<file path="config.mk">
export PLATFORM = sky130hd
export DESIGN_NAME = thermistor_table_temperature_lookup_core
export DESIGN_NICKNAME = d
export VERILOG_FILES = /design/src/hw/rtl/ttlu_pkg.sv /design/src/hw/rtl/ttlu_ram.sv /design/src/hw/rtl/ttlu_ctrl.sv /design/src/hw/rtl/ttlu_dp.sv /design/src/hw/rtl/thermistor_table_temperature_lookup_core.sv
export VERILOG_INCLUDE_DIRS = /design/src /design/src/hw/rtl
export SDC_FILE = /design/constraint.sdc
export NUM_CORES = 2
export LEC_CHECK = 0
export BUFFER_PORTS_ARGS = -buffer_cell sky130_fd_sc_hd__buf_2
export CAP_MARGIN = 10
export CORE_UTILIZATION = 54
export DETAILED_ROUTE_END_ITERATION = 12
export PLACE_DENSITY = 0.77
export SLEW_MARGIN = 20
export SYNTH_ARGS = -nofsm -noshare
export SYNTH_HDL_FRONTEND = slang
export SYNTH_SLANG_ARGS = --single-unit
</file>
<file path="constraint.sdc">
create_clock -name clk -period 7.35 [get_ports clk]
set_clock_uncertainty 0.05 [all_clocks]
set_input_delay 0.735 -clock clk [delete_from_list [all_inputs] [get_ports clk]]
set_output_delay 0.735 -clock clk [all_outputs]
set_load 0.02 [all_outputs]
</file>
<file path="src/hw/rtl/assert_macros.svh">
// Assertion macros shared by the lookup core modules; they expect clk and rst_n in scope.
`ifndef ASSERT_MACROS_SVH
`define ASSERT_MACROS_SVH

// Same-cycle implication, disabled while reset is asserted
`define TTLU_ASSERT_NOW(label, ante, cons, msg) \
  label: assert property (@(posedge clk) disable iff (!rst_n) (ante) |-> (cons)) \
    else $error(msg);

// Next-cycle implication, disabled while reset is asserted
`define TTLU_ASSERT_NEXT(label, ante, cons, msg) \
  label: assert property (@(posedge clk) disable iff (!rst_n) (ante) |=> (cons)) \
    else $error(msg);

`endif

</file>
<file path="src/hw/rtl/ttlu_pkg.sv">
// Shared types, constants and codes of the thermistor lookup core.
package ttlu_pkg;

  localparam int TABLE_DEPTH = 256;
  localparam int IDX_W       = $clog2(TABLE_DEPTH);
  localparam int ENTRY_W     = 16;
  localparam int ADC_W       = 16;
  localparam int TEMP_W      = 16;
  localparam int STEP_W      = 7;
  localparam int COUNT_W     = IDX_W + 1;
  localparam int NUM_W       = ADC_W + STEP_W;
  localparam int DIV_CNT_W   = $clog2(NUM_W);
  localparam int CFG_IDX_W   = 2;
  localparam int CFG_DATA_W  = 16;
  localparam int STATUS_W    = 2;

  // Configuration register indexes
  localparam logic [CFG_IDX_W-1:0] CFG_START = 2'd0;
  localparam logic [CFG_IDX_W-1:0] CFG_STEP  = 2'd1;
  localparam logic [CFG_IDX_W-1:0] CFG_COUNT = 2'd2;

  // Register reset values
  localparam logic [TEMP_W-1:0]  START_RST = 16'hFFF6;
  localparam logic [STEP_W-1:0]  STEP_RST  = 7'd1;
  localparam logic [COUNT_W-1:0] COUNT_RST = 9'd136;

  // Operations
  localparam logic OP_LOAD = 1'b0;
  localparam logic OP_CONV = 1'b1;

  // Result status codes
  localparam logic [STATUS_W-1:0] ST_OK    = 2'd0;
  localparam logic [STATUS_W-1:0] ST_OVER  = 2'd1;
  localparam logic [STATUS_W-1:0] ST_UNDER = 2'd2;

  // Table read address select
  localparam logic [1:0] RSEL_R    = 2'd0;
  localparam logic [1:0] RSEL_ZERO = 2'd1;
  localparam logic [1:0] RSEL_MID  = 2'd2;
  localparam logic [1:0] RSEL_L    = 2'd3;

  typedef struct packed {
    logic               operation;
    logic [IDX_W-1:0]   entry_index;
    logic [ENTRY_W-1:0] entry_value;
    logic [ADC_W-1:0]   adc_reading;
  } in_word_t;

  typedef struct packed {
    logic signed [TEMP_W-1:0] temperature;
    logic [STATUS_W-1:0]      status;
  } out_word_t;

  // Controller to datapath
  typedef struct packed {
    logic       load_wr;
    logic       start;
    logic       rd_en;
    logic [1:0] rd_sel;
    logic       search_upd;
    logic       cap_vl;
    logic       cap_vr;
    logic       set_idx;
    logic       idx_use_r;
    logic       mark_over;
    logic       mark_under;
    logic       div_load;
    logic       div_step;
    logic       calc_res;
    logic       out_load;
  } cmd_t;

  // Datapath to controller
  typedef struct packed {
    logic rd_gt;
    logic rd_eq;
    logic search_more;
    logic vd_zero;
    logic div_last;
    logic out_free;
  } sts_t;

endpackage

</file>
<file path="src/hw/rtl/ttlu_ram.sv">
// Generic single-write, single-read RAM with registered read data.
module ttlu_ram #(
  parameter int WIDTH = 16,
  parameter int DEPTH = 256,
  localparam int AW = $clog2(DEPTH)
) (
  input  logic             clk,
  input  logic             we,
  input  logic [AW-1:0]    waddr,
  input  logic [WIDTH-1:0] wdata,
  input  logic             re,
  input  logic [AW-1:0]    raddr,
  output logic [WIDTH-1:0] rdata
);

  logic [WIDTH-1:0] mem_r [DEPTH];
  logic [WIDTH-1:0] rdata_r;

  always_ff @(posedge clk) begin
    if (we) begin
      mem_r[waddr] <= wdata;
    end
    if (re) begin
      rdata_r <= mem_r[raddr];
    end
  end

  assign rdata = rdata_r;

endmodule

</file>
<file path="src/hw/rtl/ttlu_ctrl.sv">
// Sequencer for table lookup: range checks, binary search, divide and result handoff.
`include "assert_macros.svh"

module ttlu_ctrl (
  input  logic           clk,
  input  logic           rst_n,
  input  logic           in_valid,
  input  logic           in_op,
  output logic           in_stall,
  input  ttlu_pkg::sts_t sts,
  output ttlu_pkg::cmd_t cmd
);

  import ttlu_pkg::*;

  localparam logic [3:0] S_IDLE   = 4'd0;
  localparam logic [3:0] S_RD_HI  = 4'd1;
  localparam logic [3:0] S_CHK_HI = 4'd2;
  localparam logic [3:0] S_CHK_LO = 4'd3;
  localparam logic [3:0] S_SRCH   = 4'd4;
  localparam logic [3:0] S_SCMP   = 4'd5;
  localparam logic [3:0] S_VL     = 4'd6;
  localparam logic [3:0] S_VR     = 4'd7;
  localparam logic [3:0] S_MUL    = 4'd8;
  localparam logic [3:0] S_DIV    = 4'd9;
  localparam logic [3:0] S_TEMP   = 4'd10;
  localparam logic [3:0] S_DONE   = 4'd11;

  logic [3:0] state_r;
  logic [3:0] state_nxt;
  logic       in_acc;

  assign in_stall = (state_r != S_IDLE);
  assign in_acc   = in_valid && !in_stall;

  always_comb begin
    state_nxt = state_r;
    cmd       = '0;
    unique case (state_r)
      S_IDLE: begin
        cmd.load_wr = in_acc && (in_op == OP_LOAD);
        cmd.start   = in_acc && (in_op == OP_CONV);
        if (cmd.start) begin
          state_nxt = S_RD_HI;
        end
      end
      S_RD_HI: begin
        cmd.rd_en  = 1'b1;
        cmd.rd_sel = RSEL_R;
        state_nxt  = S_CHK_HI;
      end
      S_CHK_HI: begin
        // word below the last entry: over range
        if (!sts.rd_gt && !sts.rd_eq) begin
          cmd.mark_over = 1'b1;
          state_nxt     = S_DONE;
        end else if (sts.rd_eq) begin
          cmd.set_idx   = 1'b1;
          cmd.idx_use_r = 1'b1;
          state_nxt     = S_TEMP;
        end else begin
          cmd.rd_en  = 1'b1;
          cmd.rd_sel = RSEL_ZERO;
          state_nxt  = S_CHK_LO;
        end
      end
      S_CHK_LO: begin
        if (sts.rd_gt) begin
          cmd.mark_under = 1'b1;
          state_nxt      = S_DONE;
        end else if (sts.rd_eq) begin
          // left bound still sits at entry zero
          cmd.set_idx = 1'b1;
          state_nxt   = S_TEMP;
        end else begin
          state_nxt = S_SRCH;
        end
      end
      S_SRCH: begin
        cmd.rd_en = 1'b1;
        if (sts.search_more) begin
          cmd.rd_sel = RSEL_MID;
          state_nxt  = S_SCMP;
        end else begin
          cmd.rd_sel = RSEL_L;
          state_nxt  = S_VL;
        end
      end
      S_SCMP: begin
        cmd.search_upd = 1'b1;
        state_nxt      = S_SRCH;
      end
      S_VL: begin
        cmd.cap_vl = 1'b1;
        if (sts.rd_gt || sts.rd_eq) begin
          cmd.set_idx = 1'b1;
          state_nxt   = S_TEMP;
        end else begin
          cmd.rd_en  = 1'b1;
          cmd.rd_sel = RSEL_R;
          state_nxt  = S_VR;
        end
      end
      S_VR: begin
        cmd.cap_vr    = 1'b1;
        cmd.set_idx   = 1'b1;
        cmd.idx_use_r = 1'b1;
        state_nxt     = sts.vd_zero ? S_TEMP : S_MUL;
      end
      S_MUL: begin
        cmd.div_load = 1'b1;
        state_nxt    = S_DIV;
      end
      S_DIV: begin
        cmd.div_step = 1'b1;
        if (sts.div_last) begin
          state_nxt = S_TEMP;
        end
      end
      S_TEMP: begin
        cmd.calc_res = 1'b1;
        state_nxt    = S_DONE;
      end
      S_DONE: begin
        // hold until the output register can take the word
        if (sts.out_free) begin
          cmd.out_load = 1'b1;
          state_nxt    = S_IDLE;
        end
      end
      default: begin
        state_nxt = S_IDLE;
      end
    endcase
  end

  always_ff @(posedge clk) begin
    if (!rst_n) begin
      state_r <= S_IDLE;
    end else begin
      state_r <= state_nxt;
    end
  end

  `TTLU_ASSERT_NEXT(a_div_exit, state_r == S_DIV, state_r == S_DIV || state_r == S_TEMP, "divider sequence left early")
  `TTLU_ASSERT_NOW(a_search_exit, state_r == S_VL, !sts.search_more, "search ended with an open window")

endmodule

</file>
<file path="src/hw/rtl/ttlu_dp.sv">
// Datapath: configuration registers, curve table, search window, divider and output register.
`include "assert_macros.svh"

module ttlu_dp (
  input  logic                                 clk,
  input  logic                                 rst_n,
  input  logic                                 cfg_we,
  input  logic [ttlu_pkg::CFG_IDX_W-1:0]       cfg_idx,
  input  logic [ttlu_pkg::CFG_DATA_W-1:0]      cfg_wdata,
  input  ttlu_pkg::in_word_t                   in_word,
  input  ttlu_pkg::cmd_t                       cmd,
  output ttlu_pkg::sts_t                       sts,
  output logic                                 out_valid,
  input  logic                                 out_stall,
  output ttlu_pkg::out_word_t                  out_word
);

  import ttlu_pkg::*;

  logic [TEMP_W-1:0]   start_r;
  logic [STEP_W-1:0]   step_r;
  logic [COUNT_W-1:0]  count_r;
  logic [ADC_W-1:0]    adc_r;
  logic [IDX_W-1:0]    l_r;
  logic [IDX_W-1:0]    r_r;
  logic [IDX_W-1:0]    idx_r;
  logic [ENTRY_W-1:0]  vl_r;
  logic [ENTRY_W-1:0]  vr_r;
  logic [ENTRY_W-1:0]  vd_r;
  logic [ENTRY_W-1:0]  rem_r;
  logic [NUM_W-1:0]    quo_r;
  logic [DIV_CNT_W-1:0] cnt_r;
  logic [STATUS_W-1:0] st_r;
  logic [TEMP_W-1:0]   res_r;
  logic                out_valid_r;
  out_word_t           out_word_r;

  logic [IDX_W-1:0]    last_idx;
  logic [IDX_W:0]      lr_sum;
  logic [IDX_W-1:0]    mid;
  logic [IDX_W-1:0]    raddr;
  logic [ENTRY_W-1:0]  rd_data;
  logic [NUM_W-1:0]    prod;
  logic [NUM_W-1:0]    num;
  logic [ENTRY_W:0]    rem_sh;
  logic                rem_ge;
  logic [TEMP_W-1:0]   idx_temp;

  // Clamp the entry count into 1..TABLE_DEPTH and take the last index
  always_comb begin
    priority if (count_r > COUNT_W'(TABLE_DEPTH)) begin
      last_idx = IDX_W'(TABLE_DEPTH - 1);
    end else if (count_r == '0) begin
      last_idx = '0;
    end else begin
      last_idx = IDX_W'(count_r - COUNT_W'(1));
    end
  end

  assign lr_sum = {1'b0, l_r} + {1'b0, r_r};
  assign mid    = lr_sum[IDX_W:1];

  always_comb begin
    unique case (cmd.rd_sel)
      RSEL_R:    raddr = r_r;
      RSEL_ZERO: raddr = '0;
      RSEL_MID:  raddr = mid;
      RSEL_L:    raddr = l_r;
      default:   raddr = r_r;
    endcase
  end

  ttlu_ram #(
    .WIDTH(ENTRY_W),
    .DEPTH(TABLE_DEPTH)
  ) u_table (
    .clk   (clk),
    .we    (cmd.load_wr),
    .waddr (in_word.entry_index),
    .wdata (in_word.entry_value),
    .re    (cmd.rd_en),
    .raddr (raddr),
    .rdata (rd_data)
  );

  assign prod   = NUM_W'(step_r) * NUM_W'(adc_r - vr_r);
  assign num    = prod + NUM_W'(vd_r >> 1);
  assign rem_sh = {rem_r, quo_r[NUM_W-1]};
  assign rem_ge = rem_sh >= {1'b0, vd_r};

  assign idx_temp = TEMP_W'(idx_r) * TEMP_W'(step_r);

  assign sts.rd_gt       = adc_r > rd_data;
  assign sts.rd_eq       = adc_r == rd_data;
  assign sts.search_more = (r_r - l_r) > IDX_W'(1);
  assign sts.vd_zero     = vl_r == rd_data;
  assign sts.div_last    = cnt_r == DIV_CNT_W'(NUM_W - 1);
  assign sts.out_free    = !out_valid_r || !out_stall;

  // Configuration and control registers
  always_ff @(posedge clk) begin
    if (!rst_n) begin
      start_r     <= START_RST;
      step_r      <= STEP_RST;
      count_r     <= COUNT_RST;
      l_r         <= '0;
      r_r         <= '0;
      st_r        <= ST_OK;
      out_valid_r <= 1'b0;
    end else begin
      if (cfg_we) begin
        unique case (cfg_idx)
          CFG_START: start_r <= cfg_wdata[TEMP_W-1:0];
          CFG_STEP:  step_r  <= cfg_wdata[STEP_W-1:0];
          CFG_COUNT: count_r <= cfg_wdata[COUNT_W-1:0];
          default:   ;
        endcase
      end
      if (cmd.start) begin
        l_r  <= '0;
        r_r  <= last_idx;
        st_r <= ST_OK;
      end else if (cmd.search_upd) begin
        // reading above the midpoint entry: answer lies left of it
        if (sts.rd_gt) begin
          r_r <= mid;
        end else begin
          l_r <= mid;
        end
      end
      if (cmd.mark_over) begin
        st_r <= ST_OVER;
      end else if (cmd.mark_under) begin
        st_r <= ST_UNDER;
      end
      if (cmd.out_load) begin
        out_valid_r <= 1'b1;
      end else if (out_valid_r && !out_stall) begin
        out_valid_r <= 1'b0;
      end
    end
  end

  // Payload registers
  always_ff @(posedge clk) begin
    if (cmd.start) begin
      adc_r <= in_word.adc_reading;
      quo_r <= '0;
    end else if (cmd.div_load) begin
      quo_r <= num;
      rem_r <= '0;
      cnt_r <= '0;
    end else if (cmd.div_step) begin
      rem_r <= rem_ge ? ENTRY_W'(rem_sh - {1'b0, vd_r}) : rem_sh[ENTRY_W-1:0];
      quo_r <= {quo_r[NUM_W-2:0], rem_ge};
      cnt_r <= cnt_r + DIV_CNT_W'(1);
    end
    if (cmd.cap_vl) begin
      vl_r <= rd_data;
    end
    if (cmd.cap_vr) begin
      vr_r <= rd_data;
      vd_r <= vl_r - rd_data;
    end
    if (cmd.set_idx) begin
      idx_r <= cmd.idx_use_r ? r_r : l_r;
    end
    if (cmd.calc_res) begin
      // quotient stays zero on paths without interpolation
      res_r <= start_r + idx_temp - quo_r[TEMP_W-1:0];
    end
    if (cmd.out_load) begin
      out_word_r.temperature <= (st_r == ST_OK) ? $signed(res_r) : '0;
      out_word_r.status      <= st_r;
    end
  end

  assign out_valid = out_valid_r;
  assign out_word  = out_word_r;

  `TTLU_ASSERT_NOW(a_div_nonzero, cmd.div_step || cmd.div_load, vd_r != '0, "divide by a zero difference")
  `TTLU_ASSERT_NOW(a_window_order, 1'b1, l_r <= r_r, "search window bounds crossed")
  `TTLU_ASSERT_NOW(a_range_zero, out_valid_r && out_word_r.status != ST_OK, out_word_r.temperature == '0, "range error word carries a temperature")

endmodule

</file>
<file path="src/hw/rtl/thermistor_table_temperature_lookup_core.sv">
// Load item: the table entry is written at acceptance; no result word.
// Convert item: readings below the last entry, above entry zero or equal to either end give
// the result word without a search; others take a binary search on the table RAM's
// registered read port (at most 8 read-and-compare steps) and a restoring divider if needed.
// One convert item at a time; the next item is accepted the cycle after the result word is
// loaded. Synchronous reset: start -10, step 1, count 136; table undefined until loaded.
module thermistor_table_temperature_lookup_core (
  input  logic                            clk,
  input  logic                            rst_n,
  input  logic                            in_valid,
  output logic                            in_stall,
  input  ttlu_pkg::in_word_t              in_word,
  output logic                            out_valid,
  input  logic                            out_stall,
  output ttlu_pkg::out_word_t             out_word,
  input  logic                            cfg_we,
  input  logic [ttlu_pkg::CFG_IDX_W-1:0]  cfg_idx,
  input  logic [ttlu_pkg::CFG_DATA_W-1:0] cfg_wdata
);

  import ttlu_pkg::*;

  cmd_t cmd;
  sts_t sts;

  ttlu_ctrl u_ctrl (
    .clk      (clk),
    .rst_n    (rst_n),
    .in_valid (in_valid),
    .in_op    (in_word.operation),
    .in_stall (in_stall),
    .sts      (sts),
    .cmd      (cmd)
  );

  ttlu_dp u_dp (
    .clk       (clk),
    .rst_n     (rst_n),
    .cfg_we    (cfg_we),
    .cfg_idx   (cfg_idx),
    .cfg_wdata (cfg_wdata),
    .in_word   (in_word),
    .cmd       (cmd),
    .sts       (sts),
    .out_valid (out_valid),
    .out_stall (out_stall),
    .out_word  (out_word)
  );

endmodule
</file>
==> metrics.txt <==
syn_area_per_cell=13.7 sq um; Total GRT Usage=29.2%; die width=579 microns; CP max stage delay=1030 ps; Crit Path Category=reg2reg; fin util=60.9%; H-tree depth=5; Via density=6.38; sequential area share after synthesis=71.6%; worst reg-to-reg path cell count=14; critical path cell sequence=inv_2 -> ha_1 -> o2111ai_1 -> and3b_1 -> o311ai_4 -> nand4_1 -> buf_4 -> mux2i_4 -> nor2_2 -> a32o_1 -> a2111oi_0 -> a311o_1 -> o21ai_0 -> a211oi_2; Die ar.=0.335 sq mm; clock sink total=4317; Global Route met2 Usage=45.2%; Yosys warnings=0; Slew HR=13.0%; startpoint types=flip-flop; post-synth cell types=94; max frequency=0.141 GHz; Post-Syn Area=0.180 sq mm; Clk Tree Root Cell=clkbuf_16; Syn Inst Count=13100; clock buffer depth=4; Reg clk slew, reported paths=60 ps; Core Rows=211; Cells after DPL=17300; layout cells sized above 1=10.3%; initial antenna violation count=23; Routability Congestion=0.945; Worst Hold End=u_dp.start_r[13]; final non-filler cell total=18100; internal power component=40.7 mW; Die H=579 microns; first-pass GRT wire length=724000 microns; reg2reg start=u_dp.l_r[4]; DRC=0; Syn Nets=13500; grt total ovfl=0; FF+latch count, synth=4317; status=complete, no violations; Design Power=54.9 mW; Initial Util=54.4%; Pleak=69.9 nW; largest net degree at the start of global routing=161; Core ar.=0.331 sq mm; crit-path max FO=14; clock latency on the worst-skew pair=980 ps; sw frac=25.8%; Max Cap Viol=0; Seq pwr share=49.8%; critical path capture point type=flip-flop; Post-synth EDFFs=4239; critical path data required time=8080 ps; CTS tree=done; main flop type after synthesis=edfxtp_1; WL final=500000 microns; Worst R2R End=u_dp.u_table.rdata[4]; NetSw=14.2 mW; NumNets Final=13800; CP arrival=7810 ps; Wirelength per Cell=27.6 microns; worst hold stages=3; Layout fillers=23400; drt first-iter violations=17600; port bufs=83; First-pass DRT Iterations=10; worst vdd ir=0.000221 V; Final min period=7080 ps; Boundary Pins=84; final hold violations=0; Max Transition Viols Final=0; dpl hpwl=294000 microns; Comb power frac=12.8%; Worst Tran Pin Value=1270 ps; TritonCTS Buffers=414; Layout area overhead=11.9%; met3 usage=7.04%; GR peak layer=met2; Tcrit/Tclk final=96.3%; clock share of power=37.4%; Vias=115000; CP max stage cell=a2111oi_0; post-route antenna net violation count=0; Synth async-reset ratio=0%; hold crit path type=in2reg; Setup Viol. Count Final=0; number of global-route vias before repair=111000; GRT met1 Usage=38.7%; hold path startpoint=cfg_idx[0]; Power Density=273 mW/mm^2; FF-to-FF setup slack=270 ps
repair_timing:
item,in CTS,in global routing
buffers inserted,0,1
setup endpoints to repair,0,5
hold endpoints to repair,43,0
hold buffers,32,0
resized for setup,0,15
power by group through the flow:
stage | registers [mW] | logic (mW) | clock network, mW
final | 27.3 | 7.02 | 20.5
after global routing | 27.3 | 7.39 | 21.6
after CTS | 27.3 | 6.83 | 20.6
after detailed placement | 27.8 | 6.76 | 0
after global placement | 27.8 | 6.62 | 0
after floorplan | 27.7 | 3.97 | 0
area by class of cell:
type / count / area, sq um / share of cell area (%)
clock buffers: 515 / 10900 / 5.41
well taps: 4366 / 5460 / 2.71
diodes: 15 / 37.5 / 0.0186
flip-flops and latches: 4317 / 129000 / 64.0
repair buffers: 671 / 5870 / 2.92
clock inverters: 224 / 2010 / 0.996
inverters: 393 / 1480 / 0.733
multi-input cells: 7581 / 46700 / 23.2
state kept, by name (all words and copies together) (netlist names), 8 cells and up:
signal,flops
u_dp.rem_r,16
u_dp.start_r,16
u_dp.u_table.mem_r,4096
u_dp.adc_r,16
u_dp.vr_r,16
u_dp.quo_r,23
u_dp.l_r,8
u_dp.vd_r,16
u_dp.res_r,16
u_dp.u_table.rdata,16
u_dp.r_r,8
u_dp.out_word,18
u_dp.vl_r,16
u_dp.idx_r,8
u_dp.count_r,9
Yosys cell counts (92+ instances only):
| cell type | instances | area (sq um) |
|---|---|---|
| nand4_1 | 225 | 1410 |
| mux2i_1 | 560 | 5610 |
| and2_1 | 140 | 876 |
| clkbuf_1 | 476 | 1790 |
| buf_2 | 208 | 1040 |
| edfxtp_1 | 4239 | 127000 |
| a32oi_1 | 276 | 2420 |
| a21oi_1 | 467 | 2340 |
| a31oi_1 | 126 | 788 |
| fa_1 | 161 | 3220 |
| inv_1 | 389 | 1460 |
| nand2_1 | 2845 | 10700 |
| ha_1 | 156 | 1950 |
| nor2_1 | 452 | 1700 |
| o211ai_1 | 216 | 1620 |
| o21ai_0 | 92 | 460 |
| buf_1 | 97 | 364 |
| nand3_1 | 862 | 4310 |
through the flow:
step / TNS (ps) / setup slack [ps] / instance area (sq um) / hold slack, ps
6_report: 0 / 272 / 201000 / 91.6
2_1_floorplan: 0 / 612 / 180000 / 381
5_1_grt: -1.31 / -1.31 / 201000 / 82.8
3_5_place_dp: 0 / 178 / 188000 / 399
3_3_place_gp: 0 / 163 / 188000 / 399
4_1_cts: 0 / 156 / 201000 / 36.4
cells by family after synthesis:
family / synth area share (%)
xor gates and xnor gates: 0.346
AOI/OAI and AO/OA: 7.07
adders and majority gates: 2.88
DFF: 71.6
and+or+nand+nor: 11.5
buffers and inverters: 2.72
muxes: 3.82
layer usage:
layer  share of wire (%)  vias up
met1                  36    57000
li1                    -    49400
met5               0.036        -
met4                 5.8       18
met2                  46     7660
met3                  13     1229
placed cells by master, fill, tap and decap left out, types with 38 or more instances in the layout:
cell type     n
nand4_1     225
o211ai_1    216
clkinv_1     95
a21oi_1     465
edfxtp_1   4239
o22ai_1      56
fa_1        161
nor2_1      404
buf_4       492
nor2_2       43
dfxtp_1      78
and2_1      142
buf_2        67
nor2b_1      38
clkinv_2     64
ha_1        156
inv_1       389
a32oi_1     276
nor3_1       46
o21ai_0      87
mux2i_1     552
a31oi_1     125
clkbuf_1     93
nand2_1    2834
a211o_1      51
and3_1       54
a211oi_1     68
nand3_1     856
xnor2_1      49
buf_12       64
clkbuf_16   421
mux4_2       48
worst max path at each step:
stage             startpoint                     to  slack (ps)  cells after the start
2_1_floorplan   u_dp.vr_r[1]         u_dp.quo_r[21]         610                     29
3_3_place_gp    u_dp.vr_r[0]         u_dp.quo_r[21]         160                     27
3_5_place_dp    u_dp.vr_r[0]         u_dp.quo_r[21]         180                     27
4_1_cts         u_dp.vr_r[0]         u_dp.quo_r[21]         160                     27
5_1_grt        u_dp.adc_r[1]         u_dp.quo_r[21]          -1                     28
6_report         u_dp.l_r[4]  u_dp.u_table.rdata[4]         270                     14
worst max-delay path: cells and delay by family, from the launching register on:
family | cells | cell delay (ps)
and+or+nand+nor | 3 | 1270
buffers and inverters | 2 | 660
muxes | 1 | 750
DFF | 1 | 520
AOI/OAI and AO/OA | 7 | 3040
adders and majority gates | 1 | 560
No activity file was read; power rests on OpenSTA's default activity.
